==> config.mk <==
export PLATFORM = sky130hd
export DESIGN_NAME = itt_ctrl
export DESIGN_NICKNAME = d
export VERILOG_FILES = /design/src/rtl/itt_pkg.sv /design/src/rtl/itt_ctrl.sv
export SDC_FILE = /design/constraint.sdc
export NUM_CORES = 1
export LEC_CHECK = 0
export BUFFER_PORTS_ARGS = -buffer_cell sky130_fd_sc_hd__buf_2
export CAP_MARGIN = 15
export CORE_AREA = 2 2 39 41
export CTS_BUF_LIST = sky130_fd_sc_hd__clkbuf_8 sky130_fd_sc_hd__clkbuf_16
export CTS_CLUSTER_DIAMETER = 40
export DETAILED_ROUTE_END_ITERATION = 12
export DIE_AREA = 0 0 41 43
export GPL_TIMING_DRIVEN = 0
export MAX_ROUTING_LAYER = met4
export PLACE_DENSITY = 0.74
export SYNTH_ARGS = -nofsm -noshare
export SYNTH_HDL_FRONTEND = slang
export SYNTH_SLANG_ARGS = --single-unit
==> constraint.sdc <==
create_clock -name clk -period 3.2 [get_ports clk]
set_input_delay 0.32 -clock clk [delete_from_list [all_inputs] [get_ports clk]]
set_output_delay 0.32 -clock clk [all_outputs]
set_load 0.1 [all_outputs]
==> src/rtl/itt_pkg.sv <==
// Shared constants, codes and controller/datapath interface types for the ID token table.
`timescale 1ns / 1ps
package itt_pkg;

	localparam int SLOTS       = 64;
	localparam int TOKEN_BYTES = 8;
	localparam int SLOT_W      = $clog2(SLOTS);
	localparam int CNT_W       = $clog2(SLOTS + 1);
	localparam int TOKEN_W     = 64;
	localparam int LEN_W       = 4;
	localparam int SLOT_PORT_W = 6;
	localparam int STATUS_W    = 3;
	localparam int ACTION_W    = 2;

	localparam logic [TOKEN_W-1:0] TOKEN_MASK = (TOKEN_BYTES >= 8) ? {TOKEN_W{1'b1}} :
		((TOKEN_W'(1) << (8 * TOKEN_BYTES)) - TOKEN_W'(1));
	localparam logic [7:0] RESERVED_BYTE = 8'hFF;

	typedef enum logic [ACTION_W-1:0] {
		ACT_FIND   = 2'd0,
		ACT_SAVE   = 2'd1,
		ACT_REMOVE = 2'd2,
		ACT_GET    = 2'd3
	} act_t;

	typedef enum logic [STATUS_W-1:0] {
		ST_OK         = 3'd0,
		ST_NOT_FOUND  = 3'd1,
		ST_BAD_LENGTH = 3'd2,
		ST_FULL       = 3'd3,
		ST_EMPTY      = 3'd4,
		ST_BAD_TOKEN  = 3'd5
	} status_t;

	typedef enum logic [2:0] {
		S_IDLE,
		S_DECODE,
		S_SCAN,
		S_FREE,
		S_GETDATA,
		S_DONE
	} state_t;

	typedef enum logic [3:0] {
		RES_BAD_LEN,
		RES_BAD_TOK,
		RES_HIT,
		RES_NOT_FOUND,
		RES_FULL,
		RES_SAVED,
		RES_REMOVED,
		RES_SLOT_EMPTY,
		RES_GET_OK
	} res_sel_t;

	typedef struct packed {
		logic     cap_in;
		logic     scan_clr;
		logic     scan_step;
		logic     rd_slot;
		logic     set_res;
		res_sel_t res_sel;
		logic     write_new;
		logic     free_step;
		logic     free_done;
		logic     remove_do;
		logic     out_load;
	} itt_cmd_t;

	typedef struct packed {
		act_t             act;
		logic             len_bad;
		logic             tok_bad;
		logic             slot_oob;
		logic             slot_empty;
		logic             hit;
		logic             scan_last;
		logic             full;
		logic             free_stop;
		logic             out_free;
		logic [CNT_W-1:0] next_free;
	} itt_stat_t;

endpackage

==> src/rtl/itt_ctrl.sv <==
// Controller state machine sequencing decode, slot scan, free search and result hand-off.
`timescale 1ns / 1ps
module itt_ctrl (
	input  logic                clk,
	input  logic                arst_n,
	input  logic                in_valid,
	output logic                in_ready,
	input  itt_pkg::itt_stat_t  stat,
	output itt_pkg::itt_cmd_t   cmd,
	output itt_pkg::state_t     state
);
	import itt_pkg::*;

	state_t state_q;
	state_t state_d;

	always_ff @(posedge clk or negedge arst_n) begin
		if (!arst_n) begin
			state_q <= S_IDLE;
		end else begin
			state_q <= state_d;
		end
	end

	always_comb begin
		state_d = state_q;
		unique case (state_q)
			S_IDLE: begin
				if (in_valid) state_d = S_DECODE;
			end
			S_DECODE: begin
				unique case (stat.act)
					ACT_FIND, ACT_SAVE: begin
						if (stat.len_bad || stat.tok_bad) state_d = S_DONE;
						else state_d = S_SCAN;
					end
					ACT_REMOVE: state_d = S_DONE;
					ACT_GET: begin
						if (stat.slot_oob || stat.slot_empty) state_d = S_DONE;
						else state_d = S_GETDATA;
					end
					default: state_d = S_DONE;
				endcase
			end
			S_SCAN: begin
				priority if (stat.hit) state_d = S_DONE;
				else if (stat.scan_last) begin
					if (stat.act == ACT_FIND || stat.full) state_d = S_DONE;
					else state_d = S_FREE;
				end
			end
			S_FREE: begin
				if (stat.free_stop) state_d = S_DONE;
			end
			S_GETDATA: state_d = S_DONE;
			S_DONE: begin
				if (stat.out_free) state_d = S_IDLE;
			end
			default: state_d = S_IDLE;
		endcase
	end

	always_comb begin
		cmd     = '0;
		cmd.res_sel = RES_NOT_FOUND;
		unique case (state_q)
			S_IDLE: begin
				cmd.cap_in = in_valid;
			end
			S_DECODE: begin
				unique case (stat.act)
					ACT_FIND, ACT_SAVE: begin
						priority if (stat.len_bad) begin
							cmd.set_res = 1'b1;
							cmd.res_sel = RES_BAD_LEN;
						end else if (stat.tok_bad) begin
							cmd.set_res = 1'b1;
							cmd.res_sel = RES_BAD_TOK;
						end else begin
							cmd.scan_clr = 1'b1;
						end
					end
					ACT_REMOVE: begin
						cmd.set_res = 1'b1;
						if (stat.slot_oob) begin
							cmd.res_sel = RES_SLOT_EMPTY;
						end else begin
							cmd.remove_do = 1'b1;
							cmd.res_sel   = RES_REMOVED;
						end
					end
					ACT_GET: begin
						if (stat.slot_oob || stat.slot_empty) begin
							cmd.set_res = 1'b1;
							cmd.res_sel = RES_SLOT_EMPTY;
						end else begin
							cmd.rd_slot = 1'b1;
						end
					end
					default: cmd.set_res = 1'b1;
				endcase
			end
			S_SCAN: begin
				priority if (stat.hit) begin
					cmd.set_res = 1'b1;
					cmd.res_sel = RES_HIT;
				end else if (stat.scan_last) begin
					cmd.set_res = 1'b1;
					priority if (stat.act == ACT_FIND) begin
						cmd.res_sel = RES_NOT_FOUND;
					end else if (stat.full) begin
						cmd.res_sel = RES_FULL;
					end else begin
						cmd.res_sel   = RES_SAVED;
						cmd.write_new = 1'b1;
					end
				end else begin
					cmd.scan_step = 1'b1;
				end
			end
			S_FREE: begin
				if (stat.free_stop) cmd.free_done = 1'b1;
				else cmd.free_step = 1'b1;
			end
			S_GETDATA: begin
				cmd.set_res = 1'b1;
				cmd.res_sel = RES_GET_OK;
			end
			S_DONE: begin
				cmd.out_load = stat.out_free;
			end
			default: cmd = '0;
		endcase
	end

	assign in_ready = (state_q == S_IDLE);
	assign state    = state_q;

endmodule
==> Word-level counts from Yosys, hierarchy flattened <==
Cells that the tools add are included.
{ "word_totals": {"regBits": 3, "input_bits": 21, "out_inout_bits": 18, "wordCells": 63} }
{ "op_classes": {"eq_ne": 12, "mux": 42, "reduce_logical": 8} }
{ "op_table": {"columns": ["op", "count"], "rows": [
  ["1-bit 2-to-1 mux", 24],
  ["3-bit 2-to-1 mux", 8],
  ["5-bit 2-to-1 mux", 4],
  ["5-bit one-hot mux with 4 select lines", 1],
  ["3-bit one-hot mux with 6 select lines", 1],
  ["5-bit one-hot mux with 3 select lines", 1],
  ["3-bit one-hot mux with 3 select lines", 1],
  ["3-bit by 2-bit equality test with 1-bit output (second input constant)", 2],
  ["3-bit equality test (second input constant)", 2],
  ["6-bit 2-to-1 mux", 1],
  ["2-bit != test (second input constant)", 3],
  ["2-bit equality test (second input constant)", 2],
  ["4-bit AND reduction", 1],
  ["3-bit by 1-bit equality test with 1-bit output (second input constant)", 1],
  ["3-bit logical NOT", 1],
  ["1-bit logical OR", 3],
  ["3-bit != test (second input constant)", 1],
  ["3-bit OR reduction", 1],
  ["2-bit by 1-bit equality test with 1-bit output (second input constant)", 1],
  ["2-bit logical NOT", 1],
  ["2-bit 2-to-1 mux", 1],
  ["2-bit OR reduction", 1]
]} }

==> Depth between registers and ports, before layout <==
Gate-level depths: netlist (run 1).
{ "depth": {"ltp_word": 6, "ltp_mapped": 5, "ltp_nobuf": 4} }

==> Worst setup path after synthesis (run 1) <==
OpenSTA, ideal clock, no wires.
{ "synth_timing": {"path_kind": "flip-flop to output port", "start": "register state_q[1], in the netlist state[1]", "end": "output port cmd[13] in the netlist's numbering", "arrival_ns": 4.131, "required_time_ns": 2.880, "setup_slack_ns": -1.251, "stages_incl_launch_ff": 4, "path_buffers": 1, "cell_sequence": "dfrtp_1 -> buf_6 -> nor3_1 -> and2_1"} }
{ "synth_lines": {"columns": ["item", "line_no", "text"], "rows": [
  ["from (decl)", "itt_ctrl.sv:14", "state_t state_q;"],
  ["from (signal assigned)", "itt_ctrl.sv:21", "state_q <= state_d;"],
  ["to (decl)", "itt_ctrl.sv:9", "output itt_pkg::itt_cmd_t cmd,"]
]} }

==> results of run 1 <==
metrics by stage:
stage / area, µm² / util / setup TNS, ps / hold slack [ps] / cells
finish: 723 / 0.523 / 0 / 416 / 125
global route: 723 / 0.523 / 0 / 438 / 125
CTS: 723 / 0.523 / 0 / 415 / 125
detailed placement: 668 / 0.483 / 0 / 117 / 120
global placement: 668 / 0.483 / 0 / 115 / 120
floorplan: 498 / - / -378 / 24.4 / 74
timing repair:
| action | CTS | global route |
|---|---|---|
| hold endpoints to repair | 3 | 0 |
| hold buffers | 1 | 0 |
| endpoints found under the setup margin | 0 | 0 |
metal layers:
metal	GRT usage	vias up	wire [µm]
li1	-	332	-
met1	0.260	298	632
met2	0.275	34	692
met3	0.0471	0	119
met4	0.0200	0	0
met5	-	-	0
kinds of logic (layout without fill, tap and decap cells):
logic type,count (synthesis),after routing,synth area share
flops,3,3,0.160
compound gates,18,18,0.277
mux,1,1,0.0213
simple gates,44,44,0.460
buf+inv,8,43,0.0824
how the worst max path moves through the flow:
stage | endpoint | slack, ps | cells past startpoint
global placement | cmd[1] | 1240 | 6
detailed placement | cmd[4] | 1190 | 4
floorplan | cmd[13] | -300 | 3
CTS | cmd[4] | 960 | 4
finish | cmd[4] | 960 | 4
global route | cmd[4] | 860 | 4
cell type report:
type / count / share of cell area
clock inverters: 1 / 0.00519
clock buffers: 3 / 0.0571
well taps: 16 / 0.0277
inverters: 3 / 0.0156
flip-flops and latches: 3 / 0.104
plain buffers: 5 / 0.0381
repair buffers: 31 / 0.221
multi-input cells: 63 / 0.531
placed cells by master, fill, tap and decap left out, drive strengths merged:
cell type and instances:
nor4b 1, and2 2, mux2i 1, or3b 1, dfrtp 3, and3 1, o311ai 1, o221a 1
nor3 5, nand3 1, a32oi 2, nor3b 1, a22oi 1, a21oi 2, dlygate4sd3 1, o311a 1
a31oi 1, nor4 1, nor2b 3, o22ai 1, nand2 10, clkbuf 6, inv 4, nand2b 1
o21ai 6, buf 32, o2bb2ai 1, nor2 17, o21bai 1
Yosys cell counts, drive strengths merged:
master,count
dfrtp,3
nor3b,1
mux2i,1
nor2,17
o311ai,1
and2,2
a31oi,1
or3b,1
nand2,10
and3,1
clkbuf,3
o2bb2ai,1
a21oi,2
nor3,5
nor4b,1
inv,3
a22oi,1
nand3,1
o221a,1
nand2b,1
o21bai,1
o21ai,6
buf,2
o22ai,1
a32oi,2
o311a,1
nor4,1
nor2b,3
worst min-delay path: cells and delay by family:
family / cells / cell delay [ps]
simple gates: 2 / 100
buf+inv: 1 / 110
compound gates: 1 / 60
==> flow_metrics.tcl, run 1 <==
set metrics [dict create \
    r2r-end "state[1]" \
    numClockSinks 3 \
    finalCritPeriodShare 0.700 \
    wl_per_cell_um 11.6 \
    whs_endpoint "state[2]" \
    vias_per_cell 5.31 \
    gp_congestion 0.847 \
    ctsResizeCount 0 \
    hold_depth 4 \
    worst-r2r-cell-count 4 \
    die_width_um 41 \
    syn_inst 74 \
    wl_um 1440 \
    r2r_slack_ps 1750 \
    slew_headroom 0.672 \
    cts_buffers 3 \
    initial_utilization 0.340 \
    ant_nets 0 \
    cts.htree.levels 1 \
    ios 39 \
    clk_pin_slew_ps 30 \
    largest_reg_flops 3 \
    hp-class "in2reg" \
    synth_cell_type_count 32 \
    timing.fmax_mhz 446 \
    tightest_slew_ps 492 \
    clk_latency_ps 220 \
    die_h_um 43 \
    core_mm2 0.00138 \
    grt_usage 0.186 \
    worstPathMaxFanout 6 \
    antenna_found_initial 0 \
    hp-start "stat[7]" \
    r2r-start "state[2]" \
    clockBufferDepth 2 \
    grt.overflow.total 0 \
    first_pass_iters 4 \
    post-synth-top-area-fraction 0.160 \
    grt_pass1_vias 549 \
    crit_slowest_cell "dfrtp_1" \
    skew_ps 7.77 \
    register_area_um2 75.1 \
    critPathBufInv 1 \
    synth_area_um2 470 \
    die-area_mm2 0.00176 \
    synth-seq-cells 3 \
    nets 131 \
    drt_iter0_markers 38 \
    postCtsSetupRepairBufs 0 \
    layout_min_cycle_time_ps 2240 \
    arrival_ps 1920 \
    startpoint_type "flip-flop" \
    pre_cts_ws_ps 1190 \
    crit_type "reg2out" \
    worstPathCellList "nand2b_1 > nor4b_1 > and2_1 > buf_2" \
    syn_nets 95 \
    cap_violations 0 \
    critical_path.startpoint "state[2]" \
    n_antenna_cell 0 \
    fp-row-count 14 \
    io_buffers 30 \
    syn_avg_cell_area_um2 6.36 \
    multi_input_area_um2 384 \
    area_growth_pct 53.7 \
    status "completed" \
    cts-root-buf "clkbuf_8" \
    drc 0 \
    yosys-top-cells-area "dfrtp_1 (16%), nor2_1 (14%), nand2_1 (8.0%)" \
    fillers 141 \
    synth_top_area_cell "dfrtp_1" \
    slew_viol_final 0 \
    crit_family "simple AND/OR/NAND/NOR gates" \
    grt_max_degree 11 \
    rsz0062_at_grt "false" \
    synth-seq-area-share 0.160 \
    layout-drive-gt1-share 0.404 \
    hold_violations 0 \
    critPathRequiredTime_ps 2880 \
    grt_pass1_wl_um 2280 \
    cts_tree "yes" \
    worstSetupEndpointType "output pin" \
    yosysWarnings 0 \
    slowest_delay_ps 430 \
    via_count 664 \
    post-dp-hpwl_um 1120 \
    finalSetupViolCount 0 \
    fin_ws_ps 959 \
]
Power of run 1 is left out: the tool's default activity adds up to more than one toggle a clock period on the data nets, which glitch-free logic cannot reach.
==> run 2: changes to the inputs <==
==> constraint.sdc (replaced) <==
create_clock -name clk -period 2.15 [get_ports clk]
set_input_delay 0.215 -clock clk [delete_from_list [all_inputs] [get_ports clk]]
set_output_delay 0.215 -clock clk [all_outputs]
set_load 0.1 [all_outputs]
==> flow_metrics.tcl, run 2 (synthesis gave the netlist of run 1 again) <==
set metrics [dict create \
    vias_per_cell 5.31 \
    critPathRequiredTime_ps 1930 \
    drt_iter0_markers 8 \
    layout_min_cycle_time_ps 2090 \
    startpoint_type "flip-flop" \
    cts_buffers 3 \
    grt_usage 0.188 \
    layout_common_cells "buf_2 (26), nor2_1 (14), nand2_1 (9), o21ai_0 (5)" \
    final_common_cell "buf_2" \
    crit_type "reg2out" \
    fp-row-count 14 \
    timing.fmax_mhz 479 \
    die_h_um 43 \
    cap_violations 0 \
    slew_headroom 0.676 \
    cts.htree.levels 1 \
    grt_pass1_wl_um 2260 \
    clk_pin_slew_ps 30 \
    clockBufferDepth 2 \
    io_buffers 30 \
    placed_area_um2 756 \
    slew_viol_final 0 \
    nets 131 \
    die_width_um 41 \
    area_growth_pct 76.3 \
    ios 39 \
    grt_max_degree 11 \
    multi_input_area_um2 465 \
    hold_violations 0 \
    grt_pass1_vias 542 \
    n_antenna_cell 0 \
    wl_um 1470 \
    largest_reg_flops 3 \
    register_area_um2 83.8 \
    layout-drive-gt1-share 0.523 \
    tightest_slew_ps 490 \
    cts-root-buf "clkbuf_8" \
    hp-class "in2async" \
    arrival_ps 1870 \
    die-area_mm2 0.00176 \
    grt.overflow.total 0 \
    worst-r2r-cell-count 5 \
    drc 0 \
    status "completed" \
    core_mm2 0.00138 \
    clk_latency_ps 210 \
    numClockSinks 3 \
    wl_per_cell_um 11.7 \
    finalCritPeriodShare 0.971 \
    initial_utilization 0.340 \
    cts_tree "yes" \
    worstSetupEndpointType "output pin" \
    final_area_um2 830 \
    first_pass_iters 4 \
    ant_nets 0 \
    antenna_found_initial 0 \
    post-dp-hpwl_um 1140 \
    rsz0062_at_grt "true" \
    via_count 664 \
    worstPathMaxFanout 8 \
    place_inst 120 \
    layout.cells.non_filler 125 \
    gp_congestion 0.821 \
    fillers 133 \
    finalSetupViolCount 0 \
    skew_ps 1.24 \
]
run 2: changes by cell type in the layout (fill, tap and decap cells not counted), sizes merged:
cell    before  now
buf         32   29
clkbuf       6    9
run 2: worst max-delay path, stage by stage (launching register included):
cell,delay [ps]
dfrtp_4,460
buf_6,140
or3b_4,420
inv_4,100
nand2_4,70
nor3_4,160
buf_4,310
run 2: stage by stage:
step	utilization	TNS, ps	setup slack (ps)	hold WS [ps]
3_5_place_dp	0.546	0	155	10.6
2_1_floorplan	-	-800	-214	-80.6
6_report	0.599	0	61.6	328
3_3_place_gp	0.546	0	150	8.54
5_1_grt	0.599	-39.2	-39.2	344
4_1_cts	0.590	0	36.1	328
run 2: final cells by class:
type	instances	share of cell area
repair buffers	31	0.208
flip-flops and latches	3	0.101
clock buffers	3	0.0498
inverters	3	0.0166
clock inverters	1	0.00452
multi-input cells	63	0.561
plain buffers	5	0.0347
well taps	16	0.0241
run 2: metal layers:
layer / share of wire / wire (µm) / up-vias / track usage
li1: - / - / 335 / -
met1: 0.46 / 668 / 298 / 0.256
met3: 0.070 / 103 / 2 / 0.0471
met5: 0 / 0 / - / -
met4: 0.0061 / 9 / 0 / 0.0400
met2: 0.47 / 685 / 29 / 0.275
run 2: final timing paths:
kind,from,endpoint,slack [ps]
setup / recovery,state[1],cmd[1],60
hold / removal,arst_n,state[0],330
setup reg to reg,state[1],state[2],610
hold reg to reg,state[0],state[1],780
max in group asynchronous,arst_n,state[1],1710
min in group clk,stat[7],state[2],350
run 2: timing repair:
| item | in CTS | in global routing |
|---|---|---|
| hold buffers | 1 | 0 |
| gates resized for setup | 2 | 4 |
| endpoints found under the hold margin | 3 | 0 |
| endpoints found under the setup margin | 2 | 4 |
| buffers inserted | 0 | 0 |
Power of run 2 is left out for the same reason.
==> run 3: changes to the inputs <==
--- a/config.mk
+++ b/config.mk
@@ -15,6 +15,7 @@
 export GPL_TIMING_DRIVEN = 0
 export MAX_ROUTING_LAYER = met4
 export PLACE_DENSITY = 0.74
+export SETUP_SLACK_MARGIN = 0.5
 export SYNTH_ARGS = -nofsm -noshare
 export SYNTH_HDL_FRONTEND = slang
 export SYNTH_SLANG_ARGS = --single-unit
==> flow_metrics.tcl, run 3 (synthesis gave the netlist of run 1 again) <==
set metrics [dict create \
    clk_pin_slew_ps 30 \
    finalCritPeriodShare 0.935 \
    gp_congestion 0.874 \
    layout-drive-gt1-share 0.659 \
    fp-row-count 14 \
    wl_um 2610 \
    layout_common_cells "buf_2 (16), buf_12 (15), nor2_1 (13), buf_4 (13), nand2_1 (8)" \
    cts_tree "yes" \
    ant_nets 0 \
    post-dp-hpwl_um 1240 \
    r2r-start "state[1]" \
    status "completed" \
    placed_area_um2 777 \
    r2r_slack_ps 420 \
    core_mm2 0.00138 \
    die-area_mm2 0.00176 \
    drt-met1-wl_um 854 \
    antenna_found_initial 0 \
    wl_met3_um 223 \
    finalSetupViolCount 0 \
    worst-r2r-cell-count 7 \
    grt_pass1_vias 710 \
    r2r-end "state[1]" \
    hp-start "stat[7]" \
    largest_reg_flops 3 \
    cts.htree.levels 1 \
    hp-class "in2reg" \
    nets 145 \
    worstPathMaxFanout 5 \
    skew_ps 0.721 \
    numClockSinks 3 \
    layout_min_cycle_time_ps 2010 \
    drt_iter0_markers 24 \
    grt.overflow.total 0 \
    register_area_um2 83.8 \
    arrival_ps 1790 \
    first_pass_iters 4 \
    timing.fmax_mhz 498 \
    internal_power_uw 869 \
    hold_violations 0 \
    ios 39 \
    tightest_slew_ps 484 \
    multi_input_area_um2 533 \
    fin_tns_setup_ps 0 \
    drc 0 \
    cts-root-buf "clkbuf_8" \
    top_layer "met4" \
    leakagePower_nw 0.536 \
    switchingPower_mw 1.25 \
    grt_max_degree 11 \
    via_count 841 \
    cts_buffers 3 \
    routed-wl-met2_um 1350 \
    final_area_mm2 0.00124 \
    startpoint_type "flip-flop" \
    io_buffers 30 \
    worstSetupEndpointType "output pin" \
    crit_type "reg2out" \
    p_sw_frac 0.590 \
    wl_per_cell_um 18.8 \
    cap_violations 0 \
    utilization 0.899 \
    vias_per_cell 6.05 \
    slew_viol_final 0 \
    fillers 59 \
    peakVddDrop_mv 1.16 \
    whs_ps 306 \
    die_width_um 41 \
    grt_usage 0.265 \
    slew_headroom 0.680 \
    critPathRequiredTime_ps 1930 \
    pwr-share-clk 0.078 \
    grt_pass1_wl_um 3220 \
    clockBufferDepth 2 \
    final_common_cell "buf_2" \
    area_growth_pct 164 \
    seqPwrFrac 0.066 \
    initial_utilization 0.340 \
    die_h_um 43 \
    clk_latency_ps 220 \
    power_frac_comb 0.856 \
    critical_path.startpoint "state[1]" \
    power.density_mw_per_mm2 1710 \
    critPathCapture "cmd[1]" \
    n_antenna_cell 0 \
    rsz0062_at_grt "true" \
]
-- run 3: timing repair --
action,4_1_cts,5_1_grt
buffers inserted,4,10
endpoints found under the setup margin,15,14
hold buffers,1,0
pin swaps,5,7
endpoints found under the hold margin,3,0
gates resized for setup,52,21
-- run 3: stage by stage --
step | cells | power (mW) | worst slack [ps]
global route | 139 | 2.19 | 96.8
finish | 139 | 2.12 | 141
CTS | 129 | 1.92 | 148
detailed placement | 120 | 1.42 | 125
floorplan | 74 | 1.25 | -214
global placement | 120 | 1.41 | 129
-- run 3: power by group through the flow --
stage          sequential, mW  clock (mW)  combinational [mW]
3_5_place_dp            0.130           0                1.29
4_1_cts                 0.132       0.162                1.63
6_report                0.139       0.166                1.82
3_3_place_gp            0.127           0                1.28
2_1_floorplan           0.272           0               0.980
5_1_grt                 0.142       0.169                1.88
-- run 3: worst max-delay path, cell delays in order, from the launching register on --
cell and delay [ps]:
dfrtp_4 460, buf_6 140, or3b_4 440, inv_4 100
nand2_4 70, nor3_4 160, buf_12 200
-- run 3: how the worst min path moves through the flow --
stage / slack, ps / endpoint / depth (start not counted)
after CTS: 300 / state[2] / 4
final: 310 / state[2] / 4
after floorplan: -80 / state[2] / 0
after global placement: 10 / state[1] / 1
after detailed placement: 10 / state[0] / 1
after global routing: 340 / state[1] / 2
-- run 3: area by class of cell --
cell class	count	area share
Multi-Input combinational cell	63	0.429
Timing Repair Buffer	45	0.397
Clock buffer	3	0.0332
Buffer	5	0.0402
Sequential cell	3	0.0674
Clock inverter	1	0.00302
Tap cell	16	0.0161
Inverter	3	0.0141
-- run 3: metal layers --
layer | up-vias | track usage
met5 | - | -
li1 | 364 | -
met2 | 66 | 0.438
met1 | 388 | 0.308
met4 | 0 | 0.0800
met3 | 23 | 0.0524
Power figures use the tool's default switching activity.
